==> src/rtl/rnc_pkg.sv <==
// rnc_pkg: shared types and constants of the radius neighbour counter.
// Holds the request and response item layouts and the field widths.
// No dependencies.
`timescale 1ns / 1ps

package rnc_pkg;

   localparam int COORD_W           = 24;
   localparam int RADIUS_W          = 50;
   localparam int TOTAL_W           = 20;
   localparam int AVG_W             = 10;
   localparam int COUNT_W           = 11;
   localparam int ATOM_W            = 3 * COORD_W;
   localparam int MAX_ATOMS_DEFAULT = 1024;

   localparam logic [RADIUS_W-1:0] RADIUS_RESET = RADIUS_W'(4000 * 4000);

   typedef struct packed {
      logic signed [COORD_W-1:0] x_coord;
      logic signed [COORD_W-1:0] y_coord;
      logic signed [COORD_W-1:0] z_coord;
      logic                      last_atom;
   } rnc_req_type;

   typedef struct packed {
      logic [TOTAL_W-1:0] neighbour_total;
      logic [AVG_W-1:0]   average_neighbours;
      logic [COUNT_W-1:0] atom_count;
      logic               overflowed;
   } rnc_rsp_type;

endpackage

==> src/rtl/rnc_front.sv <==
// rnc_front: accepts atom items, writes them to the coordinate store,
// tracks the stored count and drop flag, and queues a job on the last atom.
// Depends on rnc_pkg.
`timescale 1ns / 1ps

module rnc_front #(
   parameter int MAX_ATOMS = rnc_pkg::MAX_ATOMS_DEFAULT
) (
   input  logic                                clock,
   input  logic                                reset,
   input  logic                                accept,
   input  rnc_pkg::rnc_req_type                req_data,
   output logic                                wr_en,
   output logic [$clog2(MAX_ATOMS)-1:0]        wr_addr,
   output logic [rnc_pkg::ATOM_W-1:0]          wr_data,
   output logic                                job_push,
   output logic [$clog2(MAX_ATOMS+1):0]        job_data
);

   import rnc_pkg::*;

   localparam int IDX_W = $clog2(MAX_ATOMS);
   localparam int CNT_W = $clog2(MAX_ATOMS + 1);

   logic [CNT_W-1:0] count_ff, count_in, count_after;
   logic             drop_ff, drop_in, drop_after;
   logic             room;

   always_comb begin
      room        = (count_ff < CNT_W'(MAX_ATOMS));
      count_after = room ? count_ff + CNT_W'(1) : count_ff;
      drop_after  = drop_ff | ~room;
      wr_en       = accept & room;
      wr_addr     = count_ff[IDX_W-1:0];
      wr_data     = {req_data.x_coord, req_data.y_coord, req_data.z_coord};
      job_push    = accept & req_data.last_atom;
      job_data    = {drop_after, count_after};
      count_in    = count_ff;
      drop_in     = drop_ff;
      if (accept) begin
         count_in = req_data.last_atom ? '0 : count_after;
         drop_in  = req_data.last_atom ? 1'b0 : drop_after;
      end
   end

   always_ff @(posedge clock) begin
      if (reset) begin
         count_ff <= '0;
         drop_ff  <= 1'b0;
      end else begin
         count_ff <= count_in;
         drop_ff  <= drop_in;
      end
   end

endmodule

==> config.mk <==
export PLATFORM = sky130hd
export DESIGN_NAME = rnc_front
export DESIGN_NICKNAME = d
export VERILOG_FILES = /design/src/rtl/rnc_pkg.sv /design/src/rtl/rnc_front.sv
export SDC_FILE = /design/constraint.sdc
export NUM_CORES = 1
export LEC_CHECK = 0
export BUFFER_PORTS_ARGS = -buffer_cell sky130_fd_sc_hd__buf_2
export CORE_ASPECT_RATIO = 2
export CORE_MARGIN = 8
export CORE_UTILIZATION = 33
export DETAILED_ROUTE_END_ITERATION = 10
export GPL_TIMING_DRIVEN = 0
export PLACE_DENSITY = 0.81
export SLEW_MARGIN = 15
export SYNTH_ARGS = -nofsm -noshare
export SYNTH_HDL_FRONTEND = slang
export SYNTH_SLANG_ARGS = --single-unit
==> constraint.sdc <==
create_clock -name clock -period 2.1 [get_ports clock]
set_input_delay 0.105 -clock clock [delete_from_list [all_inputs] [get_ports clock]]
set_output_delay 0.105 -clock clock [all_outputs]
set_load 0.05 [all_outputs]
==> impl_metrics.yaml, run 1 <==
synth:
  synth_edf_count: 0
  netlist_instances: 177
  synth_fa_ha_area_frac: 0.00920
  synth_area_leaders: "buf_4 (46%), dfxtp_1 (18%), xnor2_1 (4.5%), a21oi_1 (2.6%), o21ai_0 (2.6%)"
  synth-seq-cells: 12
  yosys.area_share.simple: 0.174
  synth_top_area_cell: "buf_4"
  synth_area_sq_um: 1360
  synth_flop_cell: "dfxtp_1"
  yosys_warnings: 0
  synth_top_area_frac: 0.458
  yosysUniqueCellTypes: 30
  synth_nets: 254
  avgSynthCellArea_sq_um: 7.68
  synth_compound_gate_area_share: 0.0929
  synth_top_family_by_area: "buffers and inverters"
  ys_async_sr_fraction: 0
  synth_xor_xnor_area_share: 0.0580
  ys_seq_area_frac: 0.177
  muxShareOfSynthArea: 0.00828
routing:
  ant_nets: 0
  viasPerCell: 4.45
  drt_pass1_iterations: 4
  wl_um: 5170
  drc_errors: 0
  drt_iter0_drc: 37
  wire_per_inst_um: 15.6
  num_vias: 1474
power:
  ir_worst_vdd_mv: 0.266
  internal_power_uw: 541
  p_comb_frac: 0.504
  power.leakage_uw: 0.00110
  p_sw_frac: 0.450
  powerDensity_nw_per_um2: 499
  p_switching_uw: 443
  pwr-share-clk: 0.260
  power_frac_seq: 0.236
sta:
  fmax_ghz: 0.521
  fin_worst_skew_ns: 0.00541
  hold_viol_final: 0
  worstMarginPinSlew_ns: 0.504
  fin_crit_ns: 1.92
  finalSetupViolCount: 0
  relSlewSlack: 0.664
  slew_viol_final: 0
  fin_crit_sh: 0.914
  fin_setup_tns_ns: 0
  rsz0062_at_grt: "false"
clocking:
  cts_resized: 0
  ctsHoldBuffers: 0
  post_cts_buffers: 0
  path_clk_slew_ns: 0.06
  clkSinkCount: 12
  cts_buffers: 3
  clockBufferDepth: 2
  h-tree-depth: 1
  cts_root_buf: "clkbuf_8"
  cts_tree: "built"
  clock_latency_ns: 0.24
finish:
  area_growth_pct: 44.9
  final_cell_mix: "buf_2 (99), buf_4 (83), dfxtp_1 (12), nor2_1 (9)"
  fillers: 423
  register_area_sq_um: 240
  multi_input_area_sq_um: 465
  fin_area_sq_um: 1970
  final_nets: 357
  utilization: 0.487
  drive_gt1_frac: 0.685
  diodes: 0
  final_common_cell: "buf_2"
placed_design:
  hpwlAfterDp_um: 4630
  io_buffers: 98
  place.gp.congestion: 0.858
  placed_area_sq_um: 1920
grt:
  antenna_found_initial: 0
  grt_first_pass_wirelength_um: 6970
  globalRouteOverflowTotal: 0
  grt_max_degree: 11
  grt_pass1_vias: 1560
  grt_usage: 0.141
worst_setup_path:
  path_class: "reg2out"
  crit_path_end_kind: "output port"
  critical_path_arrival_ns: 1.81
  cp_max_fo: 7
  cp-start-kind: "register"
  required_ns: 2.00
floorplanning:
  rows: 33
  chipHeight_um: 107
  fp.dieW_um: 61.4
  initial_utilization: 0.336
  dieArea_sq_um: 6560
  core_region_area_sq_um: 4050
  ios: 172
min_path:
  min-delay-path-class: "in2reg"
status:
  status: "completed"
flow_run:
  maxCapViolCount: 0
==> cell type report <==
type / count / share of cell area
plain buffers: 88 / 0.326
repair buffers: 98 / 0.249
multi-input cells: 74 / 0.236
flip-flops and latches: 12 / 0.122
well taps: 52 / 0.0330
clock buffers: 4 / 0.0279
inverters: 3 / 0.00571
==> synthesized netlist by cell type (2+ instances only) <==
library cell / count
or2_2: 2
a22oi_1: 2
or4_1: 2
and3_1: 2
o21ai_0: 7
nor2b_1: 3
nor3_1: 5
xnor2_1: 7
nand3_1: 4
a21oi_1: 7
inv_1: 2
xor2_1: 2
a31oi_1: 5
or3_1: 3
dfxtp_1: 12
buf_4: 83
nand2_1: 4
nand2b_1: 2
nor2_1: 9
clkbuf_1: 4
==> cell families after synthesis <==
kind of cell / count (synthesis)
and+or+nand+nor: 41
xor gates and xnor gates: 9
muxes: 1
buffers and inverters: 91
AOI/OAI and AO/OA: 22
DFF: 12
adders and majority gates: 1
==> per-stage QoR <==
stage	hold slack [ns]	instances	setup WS [ns]	total power [uW]
2_1_floorplan	0.184	177	0.164	649
3_3_place_gp	0.318	327	0.455	735
3_5_place_dp	0.324	327	0.439	738
4_1_cts	0.0699	331	0.162	990
5_1_grt	0.0728	331	0.0305	1010
6_report	0.0701	331	0.181	984
==> flip-flops by register name, indices dropped and copies added (netlist names) <==
register,count
count_ff,11
drop_ff,1
==> routing by layer <==
layer	vias up	track usage	wire [um]
met3	6	0.0827	976
met5	-	0	0
met2	140	0.255	2510
met1	625	0.120	1620
li1	703	-	-
met4	0	0.0460	60
==> power by group through the flow <==
stage / clock, uW / sequential [uW] / combinational (uW)
6_report: 256 / 232 / 496
5_1_grt: 265 / 232 / 513
4_1_cts: 257 / 232 / 501
3_5_place_dp: 0 / 237 / 501
3_3_place_gp: 0 / 237 / 498
2_1_floorplan: 0 / 236 / 413
==> critical path, cell delays in order, from the launching register on <==
cell	delay [ns]
dfxtp_1	0.46
ha_1	0.29
and3_1	0.24
nand3_1	0.12
xnor2_1	0.18
buf_2	0.29
==> worst paths after layout <==
| path | start | to | slack [ns] | depth (start not counted) |
|---|---|---|---|---|
| setup / recovery | count_ff[0] | job_data[8] | 0.18 | 5 |
| hold / removal | reset | drop_ff | 0.07 | 2 |
| setup reg to reg | count_ff[0] | count_ff[6] | 0.43 | 5 |
| hold reg to reg | drop_ff | drop_ff | 0.52 | 2 |
(Power assumes the default switching activity.)
==> run 2, diff against run 1 <==
--- a/config.mk
+++ b/config.mk
@@ -5,7 +5,7 @@
 export SDC_FILE = /design/constraint.sdc
 export NUM_CORES = 1
 export LEC_CHECK = 0
-export BUFFER_PORTS_ARGS = -buffer_cell sky130_fd_sc_hd__buf_2
+export BUFFER_PORTS_ARGS = -buffer_cell sky130_fd_sc_hd__clkbuf_2
 export CORE_ASPECT_RATIO = 2
 export CORE_MARGIN = 8
 export CORE_UTILIZATION = 33
==> run 2 against run 1 <==
Cell area shrank 0.57%. Via count hardly changed. Sequential cell count did not move. Maximum frequency increased by 0.18%. Core utilization is 0.28 points lower. Hold slack is essentially flat. Power down 4.6%. Largest power group unchanged.
==> impl_metrics.yaml, run 2 (same netlist as run 1, synthesis figures left out) <==
min_path:
  min-delay-path-class: "in2reg"
  holdPathEnd: "drop_ff"
  min-delay-start: "reset"
  hold_depth: 2
routing:
  wl_um: 5150
  num_vias: 1473
  wire_per_inst_um: 15.6
  viasPerCell: 4.46
  drt_iter0_drc: 37
  drt_pass1_iterations: 5
  ant_nets: 0
  drc_errors: 0
finish:
  top_regs: "count_ff: 11 flops, drop_ff: 1 flops"
  register_area_sq_um: 240
  fin_area_sq_um: 1960
  final_common_cell: "clkbuf_2"
  largest_register: "count_ff"
  drive_gt1_frac: 0.683
  area_growth_pct: 44.1
  utilization: 0.484
  final_nets: 357
  fillers: 433
  multi_input_area_sq_um: 465
  largest_reg_flops: 11
  diodes: 0
  final_cell_mix: "clkbuf_2 (97), buf_4 (83), dfxtp_1 (12), nor2_1 (9)"
worst_setup_path:
  cp_max_fo: 7
  cpPeakStageDelay_ns: 0.46
  cp-start-kind: "register"
  rr_endpoint: "count_ff[6]"
  cp_slowest_cell: "dfxtp_1"
  rr_worst_depth: 5
  ff2ff_setup_slack_ns: 0.43
  reg2reg_from: "count_ff[0]"
  crit_path_end_kind: "output port"
  path_class: "reg2out"
  path_cells: "ha_1 -> and3_1 -> nand3_1 -> xnor2_1 -> clkbuf_4"
  critical_path_arrival_ns: 1.81
  required_ns: 2.00
floorplanning:
  rows: 33
  initial_utilization: 0.336
  core_region_area_sq_um: 4050
  dieArea_sq_um: 6560
  fp.dieW_um: 61.4
  ios: 172
  chipHeight_um: 107
sta:
  fmax_ghz: 0.522
  relSlewSlack: 0.666
  worstMarginPinSlew_ns: 0.502
  fin_worst_skew_ns: 0.00353
  rsz0062_at_grt: "false"
  fin_crit_sh: 0.912
  hold_ws_ns: 0.0703
  slew_viol_final: 0
  fin_setup_tns_ns: 0
  finalSetupViolCount: 0
  setup_ws_ns: 0.184
  hold_viol_final: 0
  fin_crit_ns: 1.92
clocking:
  clkSinkCount: 12
  ctsHoldBuffers: 0
  clockBufferDepth: 2
  cts_buffers: 3
  clock_latency_ns: 0.24
  cts_tree: "built"
  cts_root_buf: "clkbuf_8"
  h-tree-depth: 1
  path_clk_slew_ns: 0.05
status:
  status: "completed"
grt:
  globalRouteOverflowTotal: 0
  grt_usage: 0.147
  grt_max_degree: 11
  grt_first_pass_wirelength_um: 7370
  antenna_found_initial: 0
  grt_pass1_vias: 1641
placed_design:
  placed_area_sq_um: 1920
  place.gp.congestion: 0.871
  io_buffers: 98
  hpwlAfterDp_um: 4670
  post-place-ws_ns: 0.392
flow_run:
  maxCapViolCount: 0
power:
  powerDensity_nw_per_um2: 479
  power.leakage_uw: 0.00110
  ir_worst_vdd_mv: 0.249
-- run 2: changes by cell type in the layout (fill, tap and decap cells not counted) --
cell	previous run	this run
buf_2	99	1
clkbuf_2	0	97
clkbuf_4	0	1
clkbuf_8	4	3
-- run 2: power breakdown --
| part | internal (uW) | switching [uW] |
|---|---|---|
| registers | 229 | 2.94 |
| logic | 144 | 353 |
| clock network | 126 | 83.7 |
| total | 499 | 439 |
-- run 2: worst max-delay path by stage --
stage / to / from / slack (ns)
floorplan: count_ff[4] / count_ff[2] / 0.16
global placement: job_data[8] / count_ff[0] / 0.43
detailed placement: job_data[8] / count_ff[0] / 0.39
CTS: job_data[8] / count_ff[0] / 0.11
global route: job_data[8] / count_ff[0] / 0.004
finish: job_data[8] / count_ff[0] / 0.18
-- run 2: layout make-up --
cell class              instances  area share
repair buffers                 98       0.252
multi-input cells              74       0.238
plain buffers                  88       0.328
clock buffers                   3      0.0211
inverters                       3     0.00575
flip-flops and latches         12       0.123
well taps                      52      0.0332
-- run 2: metrics by stage --
stage                     cells  power, uW
final                       330        939
after detailed placement    327        739
after global placement      327        735
after floorplan             177        649
after global routing        330        972
after CTS                   330        953
-- run 2: critical path, delay by kind of cell, from the launching register on --
| family | cells | cell delay (ns) |
|---|---|---|
| simple gates | 2 | 0.36 |
| xor+xnor | 1 | 0.21 |
| fa+ha+maj | 1 | 0.28 |
| flops | 1 | 0.46 |
| buf+inv | 1 | 0.27 |
-- run 2: per-layer routing --
layer | track usage | wire, um | up-vias
met3 | 0.0827 | 980 | 8
li1 | - | - | 700
met2 | 0.257 | 2500 | 141
met5 | 0 | 0 | -
met1 | 0.131 | 1590 | 624
met4 | 0.0575 | 83 | 0
-- run 2: timing repair --
item,CTS,global route
setup endpoints to repair,0,1
gates resized for setup,0,2
buffers inserted,0,0
