===== src/rtl/rnc_job_fifo.sv =====
// rnc_job_fifo: short queue of molecule jobs between front and back.
// Each entry carries the stored atom count and the drop flag. No dependencies.
`timescale 1ns / 1ps

module rnc_job_fifo #(
   parameter int WIDTH = 12,
   parameter int DEPTH = 2
) (
   input  logic             clock,
   input  logic             reset,
   input  logic             push,
   input  logic [WIDTH-1:0] push_data,
   input  logic             pop,
   output logic             not_empty,
   output logic [WIDTH-1:0] pop_data
);

   localparam int PTR_W = (DEPTH > 1) ? $clog2(DEPTH) : 1;
   localparam int CNT_W = $clog2(DEPTH + 1);

   logic [WIDTH-1:0] entry_ff [DEPTH];
   logic [PTR_W-1:0] wr_ptr_ff, wr_ptr_in;
   logic [PTR_W-1:0] rd_ptr_ff, rd_ptr_in;
   logic [CNT_W-1:0] fill_ff, fill_in;

   function automatic logic [PTR_W-1:0] next_ptr(input logic [PTR_W-1:0] p);
      logic [PTR_W-1:0] r;
      r = (p == PTR_W'(DEPTH - 1)) ? '0 : p + PTR_W'(1);
      return r;
   endfunction

   assign not_empty = (fill_ff != '0);
   assign pop_data  = entry_ff[rd_ptr_ff];

   always_comb begin
      wr_ptr_in = push ? next_ptr(wr_ptr_ff) : wr_ptr_ff;
      rd_ptr_in = pop ? next_ptr(rd_ptr_ff) : rd_ptr_ff;
      fill_in   = fill_ff + CNT_W'(push) - CNT_W'(pop);
   end

   always_ff @(posedge clock) begin
      if (reset) begin
         wr_ptr_ff <= '0;
         rd_ptr_ff <= '0;
         fill_ff   <= '0;
      end else begin
         wr_ptr_ff <= wr_ptr_in;
         rd_ptr_ff <= rd_ptr_in;
         fill_ff   <= fill_in;
      end
   end

   always_ff @(posedge clock) begin
      if (push) begin
         entry_ff[wr_ptr_ff] <= push_data;
      end
   end

endmodule


===== config.mk =====
export PLATFORM = sky130hd
export DESIGN_NAME = rnc_job_fifo
export DESIGN_NICKNAME = d
export VERILOG_FILES = /design/src/rtl/rnc_job_fifo.sv
export SDC_FILE = /design/constraint.sdc
export NUM_CORES = 1
export LEC_CHECK = 0
export CORE_UTILIZATION = 40
export CTS_CLUSTER_SIZE = 12
export DETAILED_ROUTE_END_ITERATION = 8
export DONT_BUFFER_PORTS = 1
export PLACE_DENSITY = 0.59
export SYNTH_ARGS = -nofsm -noshare
export SYNTH_HDL_FRONTEND = slang
export SYNTH_SLANG_ARGS = --single-unit

===== constraint.sdc =====
create_clock -name clock -period 1.5 [get_ports clock]
set_input_delay 0 -clock clock [delete_from_list [all_inputs] [get_ports clock]]
set_output_delay 0 -clock clock [all_outputs]
set_load 0.005 [all_outputs]

==> metrics.md, run 1 <==
| Metric | Value |
|---|---|
| Status | `finished clean` |
| Endpoints failing setup | `0` |
| Die Span Y | `54.9 um` |
| Via count | `543` |
| CP delay by family, top | `multiplexers` |
| # IOs | `29` |
| Synth Area in Simple Gates | `3.58%` |
| DPL Wire Length | `1020 um` |
| Post-Synth XOR/XNOR Area | `3.58%` |
| Avg Vias per Cell | `4.81` |
| Remaining global-route overflow | `0` |
| CP max-delay cell | `mux2_2` |
| Data required, critical path | `1.50 ns` |
| Mapped Avg Cell Area | `19.6 um2` |
| Syn nets | `75` |
| RSZ-0062 raised after global routing | `false` |
| Hold crit path type | `in2reg` |
| Core ar. | `0.00257 mm2` |
| Initial Util | `43.5%` |
| Setup_tns | `0 ns` |
| Final wirelength | `1550 um` |
| CTS tree | `yes` |
| CP max FO | `12` |
| Crit path time final | `1.25 ns` |
| DR WL/cell | `13.7 um` |
| P&R area growth vs syn | `24.0%` |
| Nets | `100` |
| PD cells | `1190 mW/mm2` |
| Most frequent cells in the layout | `edfxtp_1 (24), dlygate4sd3_1 (16), mux2_4 (10)` |
| CTS Sinks | `29` |
| Mapped cell area | `0.00112 mm2` |
| Count of cell types in the netlist | `13` |
| Clk_skew | `0.00527 ns` |
| Row count | `18` |
| First-pass GRT wire length | `2320 um` |
| Core Util, Final | `53.9%` |
| Port-buffer cells | `0` |
| Chip width | `54.9 um` |
| Vias in the first global route | `548` |
| Critical path buffers and inverters | `1` |
| Worst R2R End | `fill_ff[1]` |
| Most common cell after layout, fill and taps aside | `edfxtp_1` |
| All-Layer GR Usage | `12.6%` |
| Hold_buf cts | `16` |
| Max Cap Viol | `0` |
| Clock Path Buffers | `2` |
| Max Fclk | `800 MHz` |
| Leading post-synthesis cells by cell area | `edfxtp_1 (65%), mux2_4 (13%), dfxtp_1 (9.0%)` |
| Largest stage delay on the critical path | `0.37 ns` |
| Resized Gates After CTS | `0` |
| Root Buffer | `clkbuf_4` |
| Worst r2r src | `fill_ff[0]` |
| Seq/Total Area, Yosys | `73.5%` |
| Die area | `0.00301 mm2` |
| Worst-Skew Late Latency | `0.31 ns` |
| Flops & latches, synth | `29` |
| Drt drc | `0` |
| H-Tree Depth | `2` |
| Hold depth | `3` |
| Number of buffers created by CTS | `5` |
| Antenna diode count | `0` |
| Final worst-path cycle share | `83.3%` |
| Largest area contributor in the netlist | `edfxtp_1` |
| DR pass1 iterations | `3` |
| Peak supply drop | `0.000778 V` |
| Synth top area share | `64.5%` |
| Worst path cell trace | `buf_4 -> mux2_2` |
| Slew @ Worst Pin | `0.216 ns` |
| Seq pwr share | `57.8%` |
| Switching power | `0.348 mW` |
| Fin. Hold Viols | `0` |
| Hold EP | `fill_ff[1]` |
| Largest net degree at the start of global routing | `13` |
| Yosys Warn Count | `0` |
| Worst Path Arrival | `1.25 ns` |
| Multiplexer share of the synthesized area | `15.5%` |
| Final GP Congestion | `0.522` |
| Min Hold Slack | `0.117 ns` |
| CP Launch Type | `register` |
| Drt initial violations | `5` |
| WS Path Type | `reg2out` |
| Clock network power share | `28.6%` |
| Combinational power share | `13.6%` |
| R2R setup slack | `0.29 ns` |
| Power Internal | `1.30 mW` |
| Lkg Pwr | `0.524 nW` |
| Post-synthesis adder-cell area fraction | `2.24%` |
| Post-CTS Setup Bufs | `0` |
| Initial antenna violation count | `0` |
| Largest family of logic cells by synthesized area | `multiplexers` |
| Slew HR | `85.6%` |
| Crit end category | `primary output` |
| Min-Delay Startpoint | `pop` |
| Switching Fraction | `21.1%` |
| Final Slew Violations | `0` |
| Cells after Synth | `57` |
| Fraction of layout cells with a size suffix above 1 | `26.5%` |
| Reg clk slew, reported paths | `0.08 ns` |
| Worst R2R Path Depth | `6` |
| Compound-Gate Fraction of Synth Area | `0%` |
| Final ANT Viol Nets | `0` |
-- through the flow --
step | setup slack [ns] | instances | power (mW) | instance area (um2)
floorplan | 0.229 | 57 | 1.13 | 1120
global placement | 0.385 | 89 | 1.15 | 1170
detailed placement | 0.302 | 89 | 1.16 | 1170
CTS | 0.218 | 113 | 1.68 | 1390
global route | 0.181 | 113 | 1.73 | 1390
finish | 0.250 | 113 | 1.65 | 1390
-- worst max path at each step --
stage	from	end	slack (ns)	cells past startpoint
2_1_floorplan	wr_ptr_ff	entry_ff[0][0]	0.23	1
6_report	register	pop_data[3]	0.25	2
3_5_place_dp	fill_ff[0]	fill_ff[1]	0.30	6
4_1_cts	register	pop_data[3]	0.22	2
5_1_grt	register	pop_data[2]	0.18	2
3_3_place_gp	fill_ff[0]	fill_ff[1]	0.38	6
-- synthesized netlist by cell type --
cell type,instances
edfxtp_1,24
mux2_4,10
dfxtp_1,5
nor2_1,4
ha_1,2
inv_1,2
mux2_2,2
nor2b_1,2
xnor2_1,2
and2_1,1
buf_6,1
or2_2,1
xnor3_1,1
-- power groups by stage --
stage / sequential, mW / combinational (mW) / clock, mW
final: 0.955 / 0.225 / 0.472
after global routing: 0.961 / 0.249 / 0.524
after CTS: 0.956 / 0.231 / 0.492
after detailed placement: 0.975 / 0.189 / 0
after global placement: 0.971 / 0.184 / 0
after floorplan: 0.972 / 0.157 / 0
-- worst register-to-register path, cell delays in order (launching register included) --
cell and delay (ns):
dfxtp_1 0.33, inv_1 0.04, ha_1 0.27, inv_1 0.06, ha_1 0.14, xnor3_1 0.21, nor2_1 0.10
-- state kept, by name, summed over array words and instances (netlist names), named ones only --
register	cells
entry_ff	24
fill_ff	2
rd_ptr_ff	1
wr_ptr_ff	1
-- final cells by class --
cell class,count,area (um2)
Inverter,2,7.51
Fill cell,233,1180
Tap cell,30,37.5
Multi-Input combinational cell,25,278
Clock buffer,8,58.8
Sequential cell,29,821
Timing Repair Buffer,19,183
-- cell families (layout without fill, tap and decap cells) --
| logic type | count (synthesis) | count (layout) |
|---|---|---|
| buffers and inverters | 3 | 29 |
| and+or+nand+nor | 8 | 8 |
| DFF | 29 | 29 |
| xor gates and xnor gates | 3 | 3 |
| muxes | 12 | 12 |
| adders and majority gates | 2 | 2 |
-- per-layer routing --
metal,part of all wire [%],vias to the layer above,global-route usage [%]
met2,52,20,19.9
met4,3.3,0,11.5
met1,36,254,11.6
met3,8.9,8,6.67
li1,-,261,-
met5,0,-,0
Note: power is estimated with default switching activity, not from simulation.
==> inputs of run 2 (changes only) <==
Clock period 1.5 ns to 1.2 ns, I/O delays scaled along.
==> run 2 against run 1 <==
Net effect: wire length rose by 8.8%; critical endpoint is now pop_data[2]; largest power group unchanged; first-iteration DRC count increased by 140%; via count rose by 1.3%; global-route usage increased by 0.55 points; final cell count unchanged; die area stayed put.
==> metrics.md, run 2 (synthesis gave the netlist of run 1 again) <==
| Metric | Value |
|---|---|
| Worst path cell trace | `buf_12 -> mux2_2` |
| RSZ-0062 raised after global routing | `true` |
| Slew HR | `88.0%` |
| Combinational power share | `15.3%` |
| CP max FO | `6` |
| P&R area growth vs syn | `32.6%` |
| Status | `finished clean` |
| CTS Sinks | `29` |
| Die area | `0.00301 mm2` |
| Final worst-path cycle share | `97.7%` |
| Number of buffers created by CTS | `5` |
| Crit path time final | `1.17 ns` |
| Data required, critical path | `1.20 ns` |
| Switching power | `0.473 mW` |
| Setup_tns | `0 ns` |
| Port-buffer cells | `0` |
| Regs by FF count | `entry_ff: 24 flops, fill_ff: 2 flops` |
| Worst R2R End | `fill_ff[1]` |
| Reg clk slew, reported paths | `0.09 ns` |
| Final instance area | `0.00148 mm2` |
| PD cells | `1480 mW/mm2` |
| Antenna diode count | `0` |
| Lkg Pwr | `0.551 nW` |
| Worst-Skew Late Latency | `0.32 ns` |
| Die Span Y | `54.9 um` |
| CTS tree | `yes` |
| Row count | `18` |
| DR pass1 iterations | `4` |
| Slew @ Worst Pin | `0.178 ns` |
| Core ar. | `0.00257 mm2` |
| Drt drc | `0` |
| Final wirelength | `1690 um` |
| Final ANT Viol Nets | `0` |
| Chip width | `54.9 um` |
| Peak supply drop | `0.00109 V` |
| Worst R2R Path Depth | `6` |
| Largest register FFs | `24` |
| Drt initial violations | `12` |
| Worst Path Arrival | `1.17 ns` |
| Fraction of layout cells with a size suffix above 1 | `38.6%` |
| Clock network power share | `30.0%` |
| # IOs | `29` |
| DP Area | `0.00121 mm2` |
| Largest net degree at the start of global routing | `13` |
| Final Slew Violations | `0` |
| WS Path Type | `reg2out` |
| Min Hold Slack | `0.0705 ns` |
| Max Fclk | `853 MHz` |
| Initial antenna violation count | `0` |
| Max Cap Viol | `0` |
| Remaining global-route overflow | `0` |
| Switching Fraction | `21.5%` |
| Clock Path Buffers | `2` |
| All-Layer GR Usage | `13.2%` |
| DR WL/cell | `14.9 um` |
| Clk_skew | `0.00780 ns` |
| Power Internal | `1.72 mW` |
| Via count | `550` |
| Vias in the first global route | `535` |
| Nets | `100` |
| H-Tree Depth | `2` |
| Most frequent cells in the layout | `edfxtp_1 (24), dlygate4sd3_1 (15), mux2_4 (10)` |
| DPL Wire Length | `996 um` |
| First-pass GRT wire length | `2370 um` |
| R2R setup slack | `0.06 ns` |
| Seq pwr share | `54.7%` |
| Largest stage delay on the critical path | `0.39 ns` |
| Worst setup path endpoint | `pop_data[2]` |
| Endpoints failing setup | `0` |
| CP Launch Type | `register` |
| Final GP Congestion | `0.595` |
| Initial Util | `43.5%` |
| Avg Vias per Cell | `4.87` |
| Fin. Hold Viols | `0` |
| Largest reg by FF count | `entry_ff` |
| CP max-delay cell | `dfxtp_4` |
| Most common cell after layout, fill and taps aside | `edfxtp_1` |
| Root Buffer | `clkbuf_4` |
| Hold crit path type | `in2reg` |
| Crit end category | `primary output` |
| Worst r2r src | `fill_ff[0]` |
-- run 2: worst min-delay path by stage --
| stage | from | endpoint | slack (ns) | cells past startpoint |
|---|---|---|---|---|
| 3_5_place_dp | reset | register | 0.07 | 1 |
| 5_1_grt | pop | fill_ff[1] | 0.07 | 3 |
| 2_1_floorplan | reset | fill_ff[0] | 0.07 | 1 |
| 6_report | pop | fill_ff[1] | 0.07 | 3 |
| 4_1_cts | pop | fill_ff[1] | 0.06 | 3 |
| 3_3_place_gp | reset | fill_ff[0] | 0.07 | 1 |
-- run 2: critical path, delay by kind of cell (launching register included) --
kind                   cells  cell delay, ns
flip-flops                 1            0.39
multiplexers               1            0.34
buffers and inverters      1            0.12
-- run 2: area by class of cell --
cell class / instances / area (um2)
fillers: 222 / 1090
flip-flops and latches: 29 / 826
multi-input cells: 25 / 305
repair buffers: 19 / 235
clock buffers: 7 / 65.1
well taps: 30 / 37.5
inverters: 2 / 7.51
clock inverters: 1 / 5.00
-- run 2: timing repair --
item | CTS | global route
setup endpoints to repair | 3 | 3
cloned | 0 | 1
pin swaps | 3 | 2
hold endpoints to repair | 29 | 0
hold buffers | 15 | 0
setup buffers | 0 | 0
gates resized for setup | 5 | 3
-- run 2: power by group through the flow --
stage                     clock network (mW)  logic [mW]  registers (mW)
after floorplan                            0       0.197            1.22
after global placement                     0       0.253            1.22
after detailed placement                   0       0.259            1.22
after CTS                              0.681       0.314            1.20
after global routing                   0.721       0.369            1.21
final                                  0.660       0.336            1.20
-- run 2: stage by stage --
stage	power [mW]	instances	utilization (%)	setup slack, ns
final	2.20	113	57.7	0.0280
after global routing	2.30	113	57.7	-0.0285
after CTS	2.19	112	56.2	0.00334
after detailed placement	1.48	89	47.0	0.0181
after global placement	1.47	89	47.0	0.0849
after floorplan	1.41	57	-	0.0902
-- run 2: routing by layer --
layer / up-vias / share of wire [%] / global-route usage, %
met2: 25 / 53 / 21.3
met1: 263 / 37 / 11.8
met4: 0 / 1.5 / 7.69
met5: - / 0 / 0
li1: 258 / - / -
met3: 4 / 8.8 / 9.44
