===== config.mk =====
export PLATFORM = sky130hd
export DESIGN_NAME = rnc_back
export DESIGN_NICKNAME = d
export VERILOG_FILES = /design/src/rtl/rnc_pkg.sv /design/src/rtl/rnc_back.sv
export SDC_FILE = /design/constraint.sdc
export NUM_CORES = 2
export LEC_CHECK = 0
export BUFFER_PORTS_ARGS = -buffer_cell sky130_fd_sc_hd__buf_2
export CAP_MARGIN = 20
export CORE_MARGIN = 3
export CORE_UTILIZATION = 55
export CTS_BUF_LIST = sky130_fd_sc_hd__clkbuf_16
export CTS_CLUSTER_SIZE = 30
export DETAILED_ROUTE_END_ITERATION = 10
export PLACE_DENSITY_LB_ADDON = 0.25
export SYNTH_ARGS = -nofsm -noshare
export SYNTH_HDL_FRONTEND = slang
export SYNTH_SLANG_ARGS = --single-unit

===== constraint.sdc =====
create_clock -name clock -period 8.25 [get_ports clock]
set_input_delay 1.65 -clock clock [delete_from_list [all_inputs] [get_ports clock]]
set_output_delay 1.65 -clock clock [all_outputs]
set_load 0.05 [all_outputs]

===== src/rtl/rnc_pkg.sv =====
// rnc_pkg: shared types and constants of the radius neighbour counter.
// Holds the request and response item layouts and the field widths.
// No dependencies.
`timescale 1ns / 1ps

package rnc_pkg;

   localparam int COORD_W           = 24;
   localparam int RADIUS_W          = 50;
   localparam int TOTAL_W           = 20;
   localparam int AVG_W             = 10;
   localparam int COUNT_W           = 11;
   localparam int ATOM_W            = 3 * COORD_W;
   localparam int MAX_ATOMS_DEFAULT = 1024;

   localparam logic [RADIUS_W-1:0] RADIUS_RESET = RADIUS_W'(4000 * 4000);

   typedef struct packed {
      logic signed [COORD_W-1:0] x_coord;
      logic signed [COORD_W-1:0] y_coord;
      logic signed [COORD_W-1:0] z_coord;
      logic                      last_atom;
   } rnc_req_type;

   typedef struct packed {
      logic [TOTAL_W-1:0] neighbour_total;
      logic [AVG_W-1:0]   average_neighbours;
      logic [COUNT_W-1:0] atom_count;
      logic               overflowed;
   } rnc_rsp_type;

endpackage


===== src/rtl/rnc_back.sv =====
// rnc_back: all-pairs distance sweep over the coordinate store, neighbour
// count accumulation, bit-serial average division and result strobe.
// Depends on rnc_pkg.
`timescale 1ns / 1ps

module rnc_back #(
   parameter int MAX_ATOMS = rnc_pkg::MAX_ATOMS_DEFAULT
) (
   input  logic                                clock,
   input  logic                                reset,
   input  logic [rnc_pkg::RADIUS_W-1:0]        radius_squared,
   input  logic                                job_valid,
   input  logic [$clog2(MAX_ATOMS+1):0]        job_data,
   output logic                                job_pop,
   output logic                                back_busy,
   output logic                                rd_en,
   output logic [$clog2(MAX_ATOMS)-1:0]        rd_addr,
   input  logic [rnc_pkg::ATOM_W-1:0]          rd_data,
   output logic                                rsp_valid,
   output rnc_pkg::rnc_rsp_type                rsp_data
);

   import rnc_pkg::*;

   localparam int IDX_W  = $clog2(MAX_ATOMS);
   localparam int CNT_W  = $clog2(MAX_ATOMS + 1);
   localparam int TOT_W  = 2 * CNT_W;
   localparam int STEP_W = $clog2(TOT_W);
   localparam int SQ_W   = 2 * COORD_W;

   localparam logic [2:0] ST_IDLE  = 3'd0;
   localparam logic [2:0] ST_LOADI = 3'd1;
   localparam logic [2:0] ST_WAITI = 3'd2;
   localparam logic [2:0] ST_SWEEP = 3'd3;
   localparam logic [2:0] ST_DRAIN = 3'd4;
   localparam logic [2:0] ST_DIV   = 3'd5;

   logic [2:0]        state_ff, state_in;
   logic [CNT_W-1:0]  n_ff, n_in;
   logic              drop_ff, drop_in;
   logic [IDX_W-1:0]  i_ff, i_in;
   logic [IDX_W-1:0]  j_ff, j_in;
   logic [ATOM_W-1:0] atom_i_ff, atom_i_in;
   logic [TOT_W-1:0]  total_ff, total_in;
   logic [TOT_W-1:0]  quo_ff, quo_in;
   logic [CNT_W-1:0]  rem_ff, rem_in;
   logic [STEP_W-1:0] step_ff, step_in;

   logic              p0_valid_ff, p0_valid_in, p0_self_ff, p0_self_in;
   logic              s1_valid_ff, s1_self_ff;
   logic [COORD_W-1:0] s1_mx_ff, s1_my_ff, s1_mz_ff;
   logic              s2_use_ff;
   logic [SQ_W-1:0]   s2_sx_ff, s2_sy_ff, s2_sz_ff;

   logic              rsp_valid_ff, rsp_valid_in;
   rnc_rsp_type       rsp_data_ff, rsp_data_in;

   logic [RADIUS_W-1:0] dist_sum;
   logic                i_last, j_last;
   logic [CNT_W:0]      rem_shift;
   logic                rem_ge;
   logic [TOT_W+TOTAL_W-1:0] total_wide;
   logic [TOT_W+AVG_W-1:0]   avg_wide;
   logic [CNT_W+COUNT_W-1:0] count_wide;

   function automatic logic [COORD_W-1:0] mag_diff(input logic [COORD_W-1:0] a,
                                                   input logic [COORD_W-1:0] b);
      logic signed [COORD_W:0] d;
      logic [COORD_W:0]        m;
      d = $signed({a[COORD_W-1], a}) - $signed({b[COORD_W-1], b});
      m = d[COORD_W] ? -d : d;
      return m[COORD_W-1:0];
   endfunction

   assign back_busy = (state_ff != ST_IDLE);
   assign rsp_valid = rsp_valid_ff;
   assign rsp_data  = rsp_data_ff;

   always_comb begin
      i_last   = (CNT_W'(i_ff) == n_ff - CNT_W'(1));
      j_last   = (CNT_W'(j_ff) == n_ff - CNT_W'(1));
      dist_sum = RADIUS_W'(s2_sx_ff) + RADIUS_W'(s2_sy_ff) + RADIUS_W'(s2_sz_ff);

      rem_shift = {rem_ff, quo_ff[TOT_W-1]};
      rem_ge    = (rem_shift >= {1'b0, n_ff});

      state_in     = state_ff;
      n_in         = n_ff;
      drop_in      = drop_ff;
      i_in         = i_ff;
      j_in         = j_ff;
      atom_i_in    = atom_i_ff;
      total_in     = total_ff;
      quo_in       = quo_ff;
      rem_in       = rem_ff;
      step_in      = step_ff;
      p0_valid_in  = 1'b0;
      p0_self_in   = 1'b0;
      rsp_valid_in = 1'b0;
      rsp_data_in  = rsp_data_ff;
      job_pop      = 1'b0;
      rd_en        = 1'b0;
      rd_addr      = j_ff;

      if (s2_use_ff && (dist_sum <= radius_squared)) begin
         total_in = total_ff + TOT_W'(1);
      end

      total_wide = '0;
      avg_wide   = '0;
      count_wide = '0;

      case (state_ff)
         ST_IDLE: begin
            if (job_valid) begin
               job_pop  = 1'b1;
               n_in     = job_data[CNT_W-1:0];
               drop_in  = job_data[CNT_W];
               i_in     = '0;
               total_in = '0;
               state_in = ST_LOADI;
            end
         end
         ST_LOADI: begin
            rd_en    = 1'b1;
            rd_addr  = i_ff;
            state_in = ST_WAITI;
         end
         ST_WAITI: begin
            atom_i_in = rd_data;
            j_in      = '0;
            state_in  = ST_SWEEP;
         end
         ST_SWEEP: begin
            rd_en       = 1'b1;
            p0_valid_in = 1'b1;
            p0_self_in  = (j_ff == i_ff);
            if (j_last) begin
               if (i_last) begin
                  state_in = ST_DRAIN;
               end else begin
                  i_in     = i_ff + IDX_W'(1);
                  state_in = ST_LOADI;
               end
            end else begin
               j_in = j_ff + IDX_W'(1);
            end
         end
         ST_DRAIN: begin
            if (!p0_valid_ff && !s1_valid_ff && !s2_use_ff) begin
               quo_in   = total_ff;
               rem_in   = '0;
               step_in  = '0;
               state_in = ST_DIV;
            end
         end
         ST_DIV: begin
            rem_in  = rem_ge ? CNT_W'(rem_shift - {1'b0, n_ff}) : rem_shift[CNT_W-1:0];
            quo_in  = {quo_ff[TOT_W-2:0], rem_ge};
            step_in = step_ff + STEP_W'(1);
            if (step_ff == STEP_W'(TOT_W - 1)) begin
               total_wide = (TOT_W + TOTAL_W)'(total_ff);
               avg_wide   = (TOT_W + AVG_W)'(quo_in);
               count_wide = (CNT_W + COUNT_W)'(n_ff);
               rsp_data_in.neighbour_total    = total_wide[TOTAL_W-1:0];
               rsp_data_in.average_neighbours = avg_wide[AVG_W-1:0];
               rsp_data_in.atom_count         = count_wide[COUNT_W-1:0];
               rsp_data_in.overflowed         = drop_ff;
               rsp_valid_in = 1'b1;
               state_in     = ST_IDLE;
            end
         end
         default: begin
            state_in = ST_IDLE;
         end
      endcase
   end

   always_ff @(posedge clock) begin
      if (reset) begin
         state_ff     <= ST_IDLE;
         p0_valid_ff  <= 1'b0;
         s1_valid_ff  <= 1'b0;
         s2_use_ff    <= 1'b0;
         rsp_valid_ff <= 1'b0;
      end else begin
         state_ff     <= state_in;
         p0_valid_ff  <= p0_valid_in;
         s1_valid_ff  <= p0_valid_ff;
         s2_use_ff    <= s1_valid_ff & ~s1_self_ff;
         rsp_valid_ff <= rsp_valid_in;
      end
   end

   always_ff @(posedge clock) begin
      n_ff        <= n_in;
      drop_ff     <= drop_in;
      i_ff        <= i_in;
      j_ff        <= j_in;
      atom_i_ff   <= atom_i_in;
      total_ff    <= total_in;
      quo_ff      <= quo_in;
      rem_ff      <= rem_in;
      step_ff     <= step_in;
      p0_self_ff  <= p0_self_in;
      s1_self_ff  <= p0_self_ff;
      s1_mx_ff    <= mag_diff(rd_data[3*COORD_W-1:2*COORD_W],
                              atom_i_ff[3*COORD_W-1:2*COORD_W]);
      s1_my_ff    <= mag_diff(rd_data[2*COORD_W-1:COORD_W],
                              atom_i_ff[2*COORD_W-1:COORD_W]);
      s1_mz_ff    <= mag_diff(rd_data[COORD_W-1:0], atom_i_ff[COORD_W-1:0]);
      s2_sx_ff    <= SQ_W'(s1_mx_ff) * SQ_W'(s1_mx_ff);
      s2_sy_ff    <= SQ_W'(s1_my_ff) * SQ_W'(s1_my_ff);
      s2_sz_ff    <= SQ_W'(s1_mz_ff) * SQ_W'(s1_mz_ff);
      rsp_data_ff <= rsp_data_in;
   end

endmodule


==> flow_summary.json <==
{
  "groute.layer.met1.usage_pct": 35.0,
  "die_h_um": 367,
  "maxCapViolCount": 0,
  "ys_async_sr_fraction_pct": 0,
  "start_util_pct": 55.7,
  "start_kind": "flop",
  "yosysSeqAreaShare_pct": 14.5,
  "cts_buffer_depth": 3,
  "hold_buffers": 0,
  "num_vias": 50700,
  "required_ps": 8810,
  "tns_ps": 0,
  "postCtsSetupBuffers": 0,
  "crit_family": "adder cells",
  "final_common_cell": "inv_1",
  "routedWlPerCell_um": 18.0,
  "crit_fanout": 15,
  "worstHoldPathCells": 0,
  "crit_cells": 26,
  "first_global_vias": 54100,
  "arrival_ps": 8440,
  "root_buffer": "clkbuf_16",
  "clkLatencyLatePin_ps": 690,
  "drive_above_1_share_pct": 5.96,
  "overflow": 0,
  "ys.flop_type": "dfxtp_1",
  "crit_path_max_incr_delay_ps": 670,
  "hold_path.class": "flop to flop",
  "r2r_cells": 26,
  "critPathSlowestCell": "a2111oi_0",
  "finalWirelength_mm": 171,
  "rows": 131,
  "grt_antenna_before_repair": 4,
  "synth_top_area_share_pct": 36.9,
  "syn_inst": 7630,
  "critPathMostFrequentCell": "fa_1",
  "first_pass_iters": 5,
  "dieArea_um2": 135000,
  "finalMaxSlewViolations": 0,
  "grt_pass1_wl_mm": 283,
  "routabilityCongestion": 0.983,
  "worst_pin_slew_ps": 825,
  "clk_pin_slew_ps": 60,
  "cts-htree-levels": 2,
  "ctsResizeCount": 0,
  "viasPerCell": 5.31,
  "setup_viol": 0,
  "finalHoldViolCount": 0,
  "rsz0062_at_grt": "false",
  "synthTopCellsByArea": "fa_1, ha_1, inv_1, edfxtp_1, dfxtp_1",
  "holdWs_ps": 345,
  "crit_type": "flop to flop",
  "timing.final.crit_share_pct": 95.5,
  "fillers": 11100,
  "crit_path_end_kind": "flop",
  "relSlewSlack_pct": 43.4,
  "grtUsageTotal_pct": 26.1,
  "die_w_um": 367,
  "ys_seq_elements": 428,
  "syn_avg_cell_area_um2": 9.39,
  "ys_warn_count": 0,
  "dp_hpwl_mm": 145,
  "grt_max_degree": 50,
  "io_pins": 193,
  "status": "completed",
  "cts_tree": "yes",
  "cts_buffers": 53,
  "nNetsFinal": 9937,
  "top_usage_layer": "met2",
  "drc_errors": 0,
  "post-route-min-period_ps": 7880,
  "synth-edff-count": 184,
  "clock_sinks": 428,
  "fin_worst_skew_ps": 61.1,
  "grt_use_met3_pct": 3.99,
  "fmaxAchievable_mhz": 127,
  "drtIter0Drc": 3088,
  "netlist_area_um2": 71600,
  "detail-route-antenna-nets": 0,
  "layout_common_cells": "inv_1, fa_1, ha_1, nand2_1, and2_1",
  "area_delta_synth_final_pct": 6.95,
  "core-area_um2": 129000,
  "portBuffers": 192,
  "yosysUniqueCellTypes": 85,
  "synth_top_cell_by_area": "fa_1",
  "crit_buf_inv": 6,
  "grtUsageMet2_pct": 43.5
}
final cells by class:
cell class / instances / area (um^2) / area share, %
diodes: 1 / 2.50 / 0.00327
clock buffers: 57 / 1430 / 1.86
clock inverters: 41 / 438 / 0.572
inverters: 2007 / 7530 / 9.83
multi-input cells: 4983 / 52900 / 69.0
flip-flops and latches: 428 / 10400 / 13.6
well taps: 1729 / 2160 / 2.82
repair buffers: 297 / 1760 / 2.30
logic make-up after synthesis:
kind of cell               after synthesis  share of synthesized area (%)
AOI/OAI and AO/OA                      873                           7.85
xor gates and xnor gates               379                           4.63
adders and majority gates             2030                           49.3
buffers and inverters                 2220                           11.7
DFF                                    428                           14.5
muxes                                   44                          0.680
other                                    2                         0.0105
and+or+nand+nor                       1654                           11.3
registers in the layout, summed over array words and instances (netlist names), 24 cells and up:
name and cells:
s1_mz_ff 24, s2_sy_ff 47, atom_i_ff 72, s1_my_ff 24, s2_sx_ff 47, rsp_data 42, s1_mx_ff 24, s2_sz_ff 47
stage by stage:
| stage | setup WS, ps | utilization [%] | std cells | instance area (um^2) |
|---|---|---|---|---|
| floorplan | 793 | - | 7631 | 71600 |
| global placement | 644 | 58.1 | 9442 | 74700 |
| detailed placement | 449 | 58.1 | 9442 | 74700 |
| CTS | 395 | 59.6 | 9540 | 76600 |
| global route | 3.99 | 59.6 | 9542 | 76600 |
| finish | 367 | 59.6 | 9543 | 76600 |
per-layer routing:
layer  vias up  wire length (um)
li1      23700                 -
met1     25300             72500
met2      1412             81800
met3       313             10400
met4         2              6790
met5         -                13
synth_stat cells, types with 160 or more instances:
| cell | instances |
|---|---|
| a21oi_1 | 281 |
| nand2_1 | 643 |
| edfxtp_1 | 184 |
| dfxtp_1 | 244 |
| clkbuf_1 | 204 |
| fa_1 | 1321 |
| nor2_1 | 235 |
| and2_1 | 353 |
| ha_1 | 709 |
| o21ai_0 | 160 |
| inv_1 | 2006 |
| xnor2_1 | 242 |
final timing paths:
kind	from	end	slack, ps
worst min-delay path	p0_self_ff	s1_self_ff	350
worst max-delay path	s1_mz_ff[7]	s2_sz_ff[44]	370
worst max register to register	s1_mz_ff[7]	s2_sz_ff[44]	370
worst min register to register	p0_self_ff	s1_self_ff	350
Power is not shown: default switching activity piles up to over one toggle a cycle in this logic, so the estimate is an artifact.
